`src/design/mfb_pkg.sv`:
```
// ----------------------------------------------------------------------------
// mfb_pkg
// shared codes, types and helpers for the monochrome frame buffer line drawer
// ----------------------------------------------------------------------------
package mfb_pkg;

    // default canvas size
    localparam int DEF_CANVAS_WIDTH  = 128;
    localparam int DEF_CANVAS_HEIGHT = 64;

    // command codes
    localparam logic [2:0] FUNC_PIXEL = 3'd0;
    localparam logic [2:0] FUNC_LINE  = 3'd1;
    localparam logic [2:0] FUNC_FILL  = 3'd2;
    localparam logic [2:0] FUNC_CLEAR = 3'd3;
    localparam logic [2:0] FUNC_READ  = 3'd4;

    // color codes
    localparam logic [1:0] PEN_CLEAR = 2'd0;
    localparam logic [1:0] PEN_SET   = 2'd1;
    localparam logic [1:0] PEN_FLIP  = 2'd2;

    localparam logic [7:0] BYTE_FULL  = 8'hFF;
    localparam logic [7:0] BYTE_EMPTY = 8'h00;

    // controller to datapath
    typedef struct packed {
        logic load;       // latch a new command
        logic sweep_wr;   // write one byte of a fill or clear sweep
        logic div_step;   // one step of the slope divider
        logic px_rd;      // read the byte under the current pixel
        logic px_wr;      // write back the modified byte, advance
        logic rd_issue;   // read the byte for readout
        logic out_load;   // load the output register
    } t_cmd;

    // datapath to controller
    typedef struct packed {
        logic sweep_last;
        logic div_last;
        logic line_last;
        logic out_busy;
    } t_status;

    // bytes in the store for a given canvas
    function automatic int store_bytes(input int w, input int h);
        return w * ((h + 7) / 8);
    endfunction

endpackage

```
`src/design/mfb_ctrl.sv`:
```
// ----------------------------------------------------------------------------
// mfb_ctrl
// command sequencer: sweep, divide, read-modify-write and readout states
// ----------------------------------------------------------------------------
module mfb_ctrl
    import mfb_pkg::*;
(
    input  logic       i_clk,
    input  logic       i_rst_n,
    input  logic       i_in_valid,
    input  logic [2:0] i_func,
    input  t_status    i_status,
    output logic       o_in_stall,
    output t_cmd       o_cmd
);

    localparam logic [2:0] S_SWEEP  = 3'd0;
    localparam logic [2:0] S_IDLE   = 3'd1;
    localparam logic [2:0] S_DIV    = 3'd2;
    localparam logic [2:0] S_PREAD  = 3'd3;
    localparam logic [2:0] S_PWRITE = 3'd4;
    localparam logic [2:0] S_RREAD  = 3'd5;
    localparam logic [2:0] S_ROUT   = 3'd6;

    logic [2:0] r_state;
    logic [2:0] n_state;

    assign o_in_stall = (r_state != S_IDLE);

    always_comb begin
        n_state = r_state;
        o_cmd   = '0;
        unique case (r_state)
            S_SWEEP: begin
                o_cmd.sweep_wr = 1'b1;
                if (i_status.sweep_last) begin
                    n_state = S_IDLE;
                end
            end
            S_IDLE: begin
                if (i_in_valid) begin
                    o_cmd.load = 1'b1;
                    unique case (i_func)
                        FUNC_PIXEL: n_state = S_PREAD;
                        FUNC_LINE:  n_state = S_DIV;
                        FUNC_FILL:  n_state = S_SWEEP;
                        FUNC_CLEAR: n_state = S_SWEEP;
                        FUNC_READ:  n_state = S_RREAD;
                        default:    n_state = S_IDLE;
                    endcase
                end
            end
            S_DIV: begin
                o_cmd.div_step = 1'b1;
                if (i_status.div_last) begin
                    n_state = S_PREAD;
                end
            end
            S_PREAD: begin
                o_cmd.px_rd = 1'b1;
                n_state     = S_PWRITE;
            end
            S_PWRITE: begin
                o_cmd.px_wr = 1'b1;
                n_state     = i_status.line_last ? S_IDLE : S_PREAD;
            end
            S_RREAD: begin
                o_cmd.rd_issue = 1'b1;
                n_state        = S_ROUT;
            end
            S_ROUT: begin
                if (!i_status.out_busy) begin
                    o_cmd.out_load = 1'b1;
                    n_state        = S_IDLE;
                end
            end
            default: begin
                n_state = S_IDLE;
            end
        endcase
    end

    // reset starts the clearing sweep
    always_ff @(posedge i_clk) begin
        if (!i_rst_n) begin
            r_state <= S_SWEEP;
        end else begin
            r_state <= n_state;
        end
    end

endmodule

```
`config.mk`:
```
export PLATFORM = sky130hd
export DESIGN_NAME = mfb_ctrl
export DESIGN_NICKNAME = d
export VERILOG_FILES = /design/src/design/mfb_pkg.sv /design/src/design/mfb_ctrl.sv
export SDC_FILE = /design/constraint.sdc
export NUM_CORES = 1
export LEC_CHECK = 0
export BUFFER_PORTS_ARGS = -buffer_cell sky130_fd_sc_hd__buf_2
export CORE_AREA = 2 2 39 41
export CTS_BUF_LIST = sky130_fd_sc_hd__clkbuf_2 sky130_fd_sc_hd__clkbuf_4 sky130_fd_sc_hd__clkbuf_8
export DETAILED_ROUTE_END_ITERATION = 8
export DIE_AREA = 0 0 41 43
export GPL_TIMING_DRIVEN = 0
export PLACE_DENSITY_LB_ADDON = 0.1
export REMOVE_ABC_BUFFERS = 1
export SLEW_MARGIN = 40
export SYNTH_ARGS = -nofsm -noshare
export SYNTH_HDL_FRONTEND = slang
export SYNTH_SLANG_ARGS = --single-unit
```
`constraint.sdc`:
```
create_clock -name i_clk -period 1.3 [get_ports i_clk]
set_clock_uncertainty 0.1 [all_clocks]
set_input_delay 0.325 -clock i_clk [delete_from_list [all_inputs] [get_ports i_clk]]
set_output_delay 0.325 -clock i_clk [all_outputs]
set_load 0.1 [all_outputs]
```
==> run summary, run 1 <==
worst slack, placed: -0.490 ns
failing checks: negative setup slack
Mean Syn Cell Area: 7.90 µm²
CTS Root Cell: clkbuf_4
setup ws final: -0.229 ns
CTS buffer count: 3
CTS clk-pin slew, worst paths: 0.03 ns
full die area: 1760 µm²
Clock Sinks: 3
HP Class: primary input to flip-flop
actual slew at the worst max-slew pin: 0.195 ns
Int Pwr: 0.000335 W
WL/cell: 11.8 µm
Post-Synthesis Cells: 38
Max-cap violations: 0
H-tree levels: 1
Core Region: 1380 µm²
CTS tree: built
Die W: 41 µm
DPL Wire Length: 517 µm
Top Registers: r_state x3
crit share post-route: 118%
Slew Limit Fails: 0
CP arrival: 1.10 ns
Worst R2R End: r_state[0]$_SDFFE_PN0P_
Initial DRC Count: 6
Gate power share: 46.2%
Clock Power Share: 33.4%
Synth Cell Area: 300 µm²
Skew-Pair Late Insertion Delay: 0.23 ns
n_diodes: 0
layout cells sized above 1: 76.9%
Tot Pwr: 0.000554 W
Power Dens Cells: 855 nW/µm²
Setup crit start: r_state[2]$_SDFFE_PN0P_
Synth top area share: 20.0%
crit start category: flip-flop
Post-route DRC: 0
first-pass GRT wire length: 1540 µm
Max Fanout on Critical Path: 7
final hold vios: 0
Netlist cell types: 25
setup tns final: -1.56 ns
Final min period: 1.53 ns
Max Fclk: 0.654 GHz
Worst VDD drop: 0.366 mV
PortBufs: 17
Synth area leaders: dfxtp_1 20%, and3b_1 5.8%, and2b_1 5.0%, nor2_1 5.0%, nor3b_1 5.0%
routability cong.: 0.656
Nets: 76
vias per cell: 4.65
largest area contributor in the netlist: dfxtp_1
power share of the sequential group: 20.4%
DRT Pass-1 Iters: 4
Max clock buf depth: 2
kind of critical path: flip-flop to output port
gr ovfl total: 0
post-synthesis register bit count: 3
FP Rows: 14
vias in the first global route: 359
Initial Util: 21.7%
Synth Warn #: 0
antenna violations before repair: 0
Largest register FFs: 3
io pins: 18
Area growth syn-to-layout: 116%
r2r setup slk: -0.14 ns
LEAKAGE: 0.294 nW
Reg with most FFs: r_state
CP Capture Point: o_cmd[0]
final WL: 953 µm
ANT nets after route: 0
Critical Path RT: 0.88 ns
largest net degree at the start of global routing: 12
RSZ-0062 raised after global routing: true
Worst R2R Start: r_state[2]$_SDFFE_PN0P_
status: finished with violations
FF-to-FF path depth: 6
worst hold margin: 0.236 ns
Net Sw Power: 0.000219 W
Setup-failing EPs final: 9
register area share after synthesis: 20.0%
total track usage: 13.0%
hold_buf cts: 0
element type at the critical path end: output port
Sw Ratio: 39.5%
worst rel slew slack: 87.0%
Die Span Y: 43 µm
vias post-DR: 377
FILL cells: 133
cell usage in the layout (no fill, tap or decap), types with 2 or more instances in the layout:
cell	instances
a21oi_2	2
and2b_1	2
and3b_2	2
buf_12	6
buf_2	9
buf_4	9
clkbuf_4	4
dfxtp_4	3
nand2_2	3
nand3_1	2
nor2_1	3
nor2_4	2
nor3b_2	3
Yosys cell counts:
cell type / count
o32ai_1: 1
or3b_1: 1
nor3b_2: 1
nor2_1: 4
and2_1: 1
clkbuf_4: 1
dfxtp_1: 3
buf_6: 1
and3b_1: 2
nor3_1: 1
o22ai_1: 1
a21oi_2: 1
nand3_1: 2
o21a_1: 1
and2b_1: 2
nand2_1: 2
buf_4: 1
a211o_1: 1
nand2b_2: 1
nor2_4: 1
a21oi_1: 2
nand2_2: 2
and3_1: 1
nor2b_1: 2
nor3b_1: 2
stage by stage:
stage          std cells  instance area (µm²)  utilization, %
2_1_floorplan         35                  274               -
3_3_place_gp          68                  379            27.4
3_5_place_dp          68                  379            27.4
4_1_cts               78                  591            42.7
5_1_grt               81                  648            46.8
6_report              81                  648            46.8
cell families (layout without fill, tap and decap cells):
family	after synthesis	in the layout	share of synthesized area, %
AND/OR/NAND/NOR	25	25	54.6
AO/OA/AOI/OAI	7	7	16.7
flip-flops	3	3	20.0
buffers and inverters	3	30	8.75
how the worst min path moves through the flow:
stage	startpoint	to	slack (ns)	cells after the start
after global placement	i_rst_n	r_state[1]$_SDFFE_PN0P_	0.47	2
after global routing	i_rst_n	r_state[2]$_SDFFE_PN0P_	0.24	2
after detailed placement	i_rst_n	r_state[2]$_SDFFE_PN0P_	0.47	2
after CTS	i_rst_n	r_state[2]$_SDFFE_PN0P_	0.23	2
final	i_rst_n	r_state[2]$_SDFFE_PN0P_	0.24	2
after floorplan	i_rst_n	r_state[2]$_SDFFE_PN0P_	0.34	1
layout make-up:
class | count | area, µm² | area share [%]
multi-input cells | 32 | 269 | 41.5
repair buffers | 26 | 258 | 39.8
flip-flops and latches | 3 | 71.3 | 11.0
clock buffers | 4 | 30.0 | 4.63
well taps | 16 | 20.0 | 3.09
repair_timing:
action / 4_1_cts / 5_1_grt
gates resized for setup: 41 / 9
pin swaps: 3 / 4
buffers inserted: 6 / 3
endpoints found under the setup margin: 10 / 10
worst max-delay path, stage by stage (launching register included):
cell and delay, ns:
dfxtp_4 0.38, and2b_1 0.16, nor2b_4 0.16, buf_12 0.18
routing by layer:
| metal | share of wire (%) | track usage, % |
|---|---|---|
| met1 | 42 | 16.9 |
| met2 | 52 | 19.4 |
| met3 | 6.0 | 3.14 |
| met4 | 0 | 6.00 |
| met5 | 0 | 0 |
power groups by stage:
stage / Sequential (W) / Combinational [W] / Clock [W]
CTS: 0.000115 / 0.000224 / 0.000191
global placement: 0.000119 / 0.000175 / 0
finish: 0.000113 / 0.000256 / 0.000185
floorplan: 0.000113 / 0.000141 / 0
global route: 0.000114 / 0.000269 / 0.000206
detailed placement: 0.000118 / 0.000174 / 0
Power figures use the tool's default switching activity.
==> run 2: changes to the inputs <==
CELL_PAD_IN_SITES_DETAIL_PLACEMENT = 1   (was not set)
CELL_PAD_IN_SITES_GLOBAL_PLACEMENT = 2   (was not set)
CORE_AREA = not set   (was 2 2 39 41)
CORE_UTILIZATION = 21   (was not set)
DIE_AREA = not set   (was 0 0 41 43)
==> run 2 against run 1 <==
Net effect: the run still ends with negative setup slack left; wire length up 6.6%; via count is 2.4% lower; sequential share of layout area increased by 0.17 points; non-clock buffer count fell by 1; combinational power about the same; cell count fell by 2.5%; clock power fell by 3%; worst setup slack worse by 0.036 ns; first-iteration DRC count fell by 17%; worst hold slack lost 0.014 ns; highest routed layer unchanged.
==> run summary, run 2 (synthesis results as in run 1) <==
H-tree levels: 1 (unchanged)
DP Area: 378 µm² (-0.33%)
Top Registers: r_state x3
Die Span Y: 39.8 µm (-7.4%)
largest net degree at the start of global routing: 12 (unchanged)
Slew Limit Fails: 0 (unchanged)
Int Pwr: 0.000334 W (-0.40%)
Post-route DRC: 0 (unchanged)
CTS buffer count: 3 (unchanged)
vias post-DR: 368 (-2.4%)
CP arrival: 1.14 ns (+0.04 ns)
Max Fanout on Critical Path: 7 (unchanged)
register area: 71.3 µm² (unchanged)
Largest register FFs: 3 (unchanged)
CTS clk-pin slew, worst paths: 0.04 ns (about the same)
LEAKAGE: 0.278 nW (-5.3%)
Worst R2R End: r_state[0]$_SDFFE_PN0P_
Hold Path Depth: 2 (unchanged)
cell count after placement: 67 (-1.5%)
CTS tree: built
crit share post-route: 120% (+2.8 points)
Max Fclk: 0.639 GHz (-2.3%)
r2r setup slk: -0.03 ns (+0.11 ns)
Worst R2R Start: r_state[1]$_SDFFE_PN0P_
Gate power share: 46.2% (about the same)
Power Dens Cells: 858 nW/µm² (+0.38%)
Setup-failing EPs final: 9 (unchanged)
Initial DRC Count: 5 (-1)
commonest non-fill, non-tap cell in the layout: buf_2
Setup crit start: r_state[2]$_SDFFE_PN0P_
io pins: 18 (unchanged)
kind of critical path: flip-flop to output port
antenna violations before repair: 0 (unchanged)
Reg with most FFs: r_state
Max-cap violations: 0 (unchanged)
WL/cell: 12.9 µm (+9.3%)
Hold Path End: r_state[2]$_SDFFE_PN0P_
total track usage: 14.0% (+0.96 points)
vias in the first global route: 369 (+2.8%)
DRT Pass-1 Iters: 4 (unchanged)
hold_buf cts: 0 (unchanged)
gr ovfl total: 0 (unchanged)
Net Sw Power: 0.000214 W (-2.4%)
CTS Root Cell: clkbuf_4
status: finished with violations
Worst VDD drop: 0.458 mV (+25%)
actual slew at the worst max-slew pin: 0.260 ns (+0.0653 ns)
Die W: 39.8 µm (-2.9%)
hold_sp: i_rst_n
ANT nets after route: 0 (unchanged)
Critical Path RT: 0.88 ns (about the same)
FILL cells: 148 (+11%)
Skew-Pair Late Insertion Delay: 0.22 ns (about the same)
final WL: 1020 µm (+6.6%)
most frequent cells in the layout: 9 x buf_2, 6 x buf_12, 6 x buf_4
crit start category: flip-flop
DPL Wire Length: 689 µm (+33%)
failing checks: negative setup slack
full die area: 1590 µm² (-10%)
area occupied by multi-input gates: 263 µm² (-2.3%)
Area growth syn-to-layout: 113%
Clock Power Share: 32.6% (-0.8 points)
Core Region: 1320 µm² (-4.8%)
PortBufs: 17 (unchanged)
Final Cell Area: 638 µm² (-1.5%)
post-route insts no fill: 79 (-2.5%)
final hold vios: 0 (unchanged)
HP Class: primary input to flip-flop
setup ws final: -0.265 ns (-0.0358 ns)
Final min period: 1.56 ns (+0.0358 ns)
routability cong.: 0.622 (-5.2%)
RSZ-0062 raised after global routing: true
worst rel slew slack: 82.6% (-4.4 points)
Clock Sinks: 3 (unchanged)
layout cells sized above 1: 73.4% (-3.5 points)
Max clock buf depth: 2 (unchanged)
first-pass GRT wire length: 1500 µm (-2.2%)
vias per cell: 4.66 (about the same)
Sw Ratio: 39.0% (-0.48 points)
Initial Util: 22.8% (+1.1 points)
Nets: 75 (-1.3%)
power share of the sequential group: 21.2% (+0.8 points)
FP Rows: 13 (-1)
element type at the critical path end: output port
n_diodes: 0 (unchanged)
FF-to-FF path depth: 5 (-1)
==> run 2: repair_timing <==
action                     CTS  global route
gates resized for setup     50             1
buffers inserted             5             3
setup endpoints to repair   10            10
pin swaps                    4             3
==> run 2: final cells by class <==
type / count / area share [%]
Sequential cell: 3 / 11.2
Timing Repair Buffer: 25 / 40.0
Multi-Input combinational cell: 32 / 41.2
Tap cell: 15 / 2.94
Clock buffer: 4 / 4.71
==> run 2: worst max-delay path by stage <==
stage	endpoint	slack (ns)	cells past startpoint
after global placement	o_cmd[0]	-0.46	3
after global routing	o_cmd[0]	-0.30	3
after detailed placement	o_cmd[0]	-0.52	3
after floorplan	o_cmd[2]	-1.92	1
final	o_cmd[0]	-0.26	3
after CTS	o_cmd[6]	-0.26	3
==> run 2: metrics by stage <==
| step | setup TNS [ns] | hold slack (ns) | worst slack (ns) | utilization (%) | power, W |
|---|---|---|---|---|---|
| final | -1.66 | 0.222 | -0.265 | 48.4 | 0.000548 |
| after floorplan | -7.68 | 0.343 | -1.92 | - | 0.000253 |
| after global routing | -2.06 | 0.234 | -0.304 | 48.4 | 0.000580 |
| after CTS | -1.87 | 0.218 | -0.261 | 46.4 | 0.000542 |
| after detailed placement | -3.37 | 0.456 | -0.518 | 28.7 | 0.000295 |
| after global placement | -2.89 | 0.450 | -0.462 | 28.7 | 0.000290 |
==> run 2: power by group through the flow <==
stage	clock (W)	combinational (W)	sequential, W
floorplan	0	0.000141	0.000113
global placement	0	0.000173	0.000117
detailed placement	0	0.000177	0.000118
CTS	0.000184	0.000241	0.000117
global route	0.000199	0.000264	0.000118
finish	0.000179	0.000253	0.000116
==> run 2: routing by layer <==
metal  vias up  wire length (µm)  global-route usage [%]
li1        184                 -                       -
met3         0                34                    1.70
met2        11               555                    26.6
met5         -                 0                       0
met4         0                 0                    2.59
met1       173               426                    16.2
==> run 2: worst max-delay path: stages, from the launching register on <==
cell and delay, ns:
dfxtp_4 0.38, and2b_1 0.17, nor2b_4 0.18, buf_12 0.18
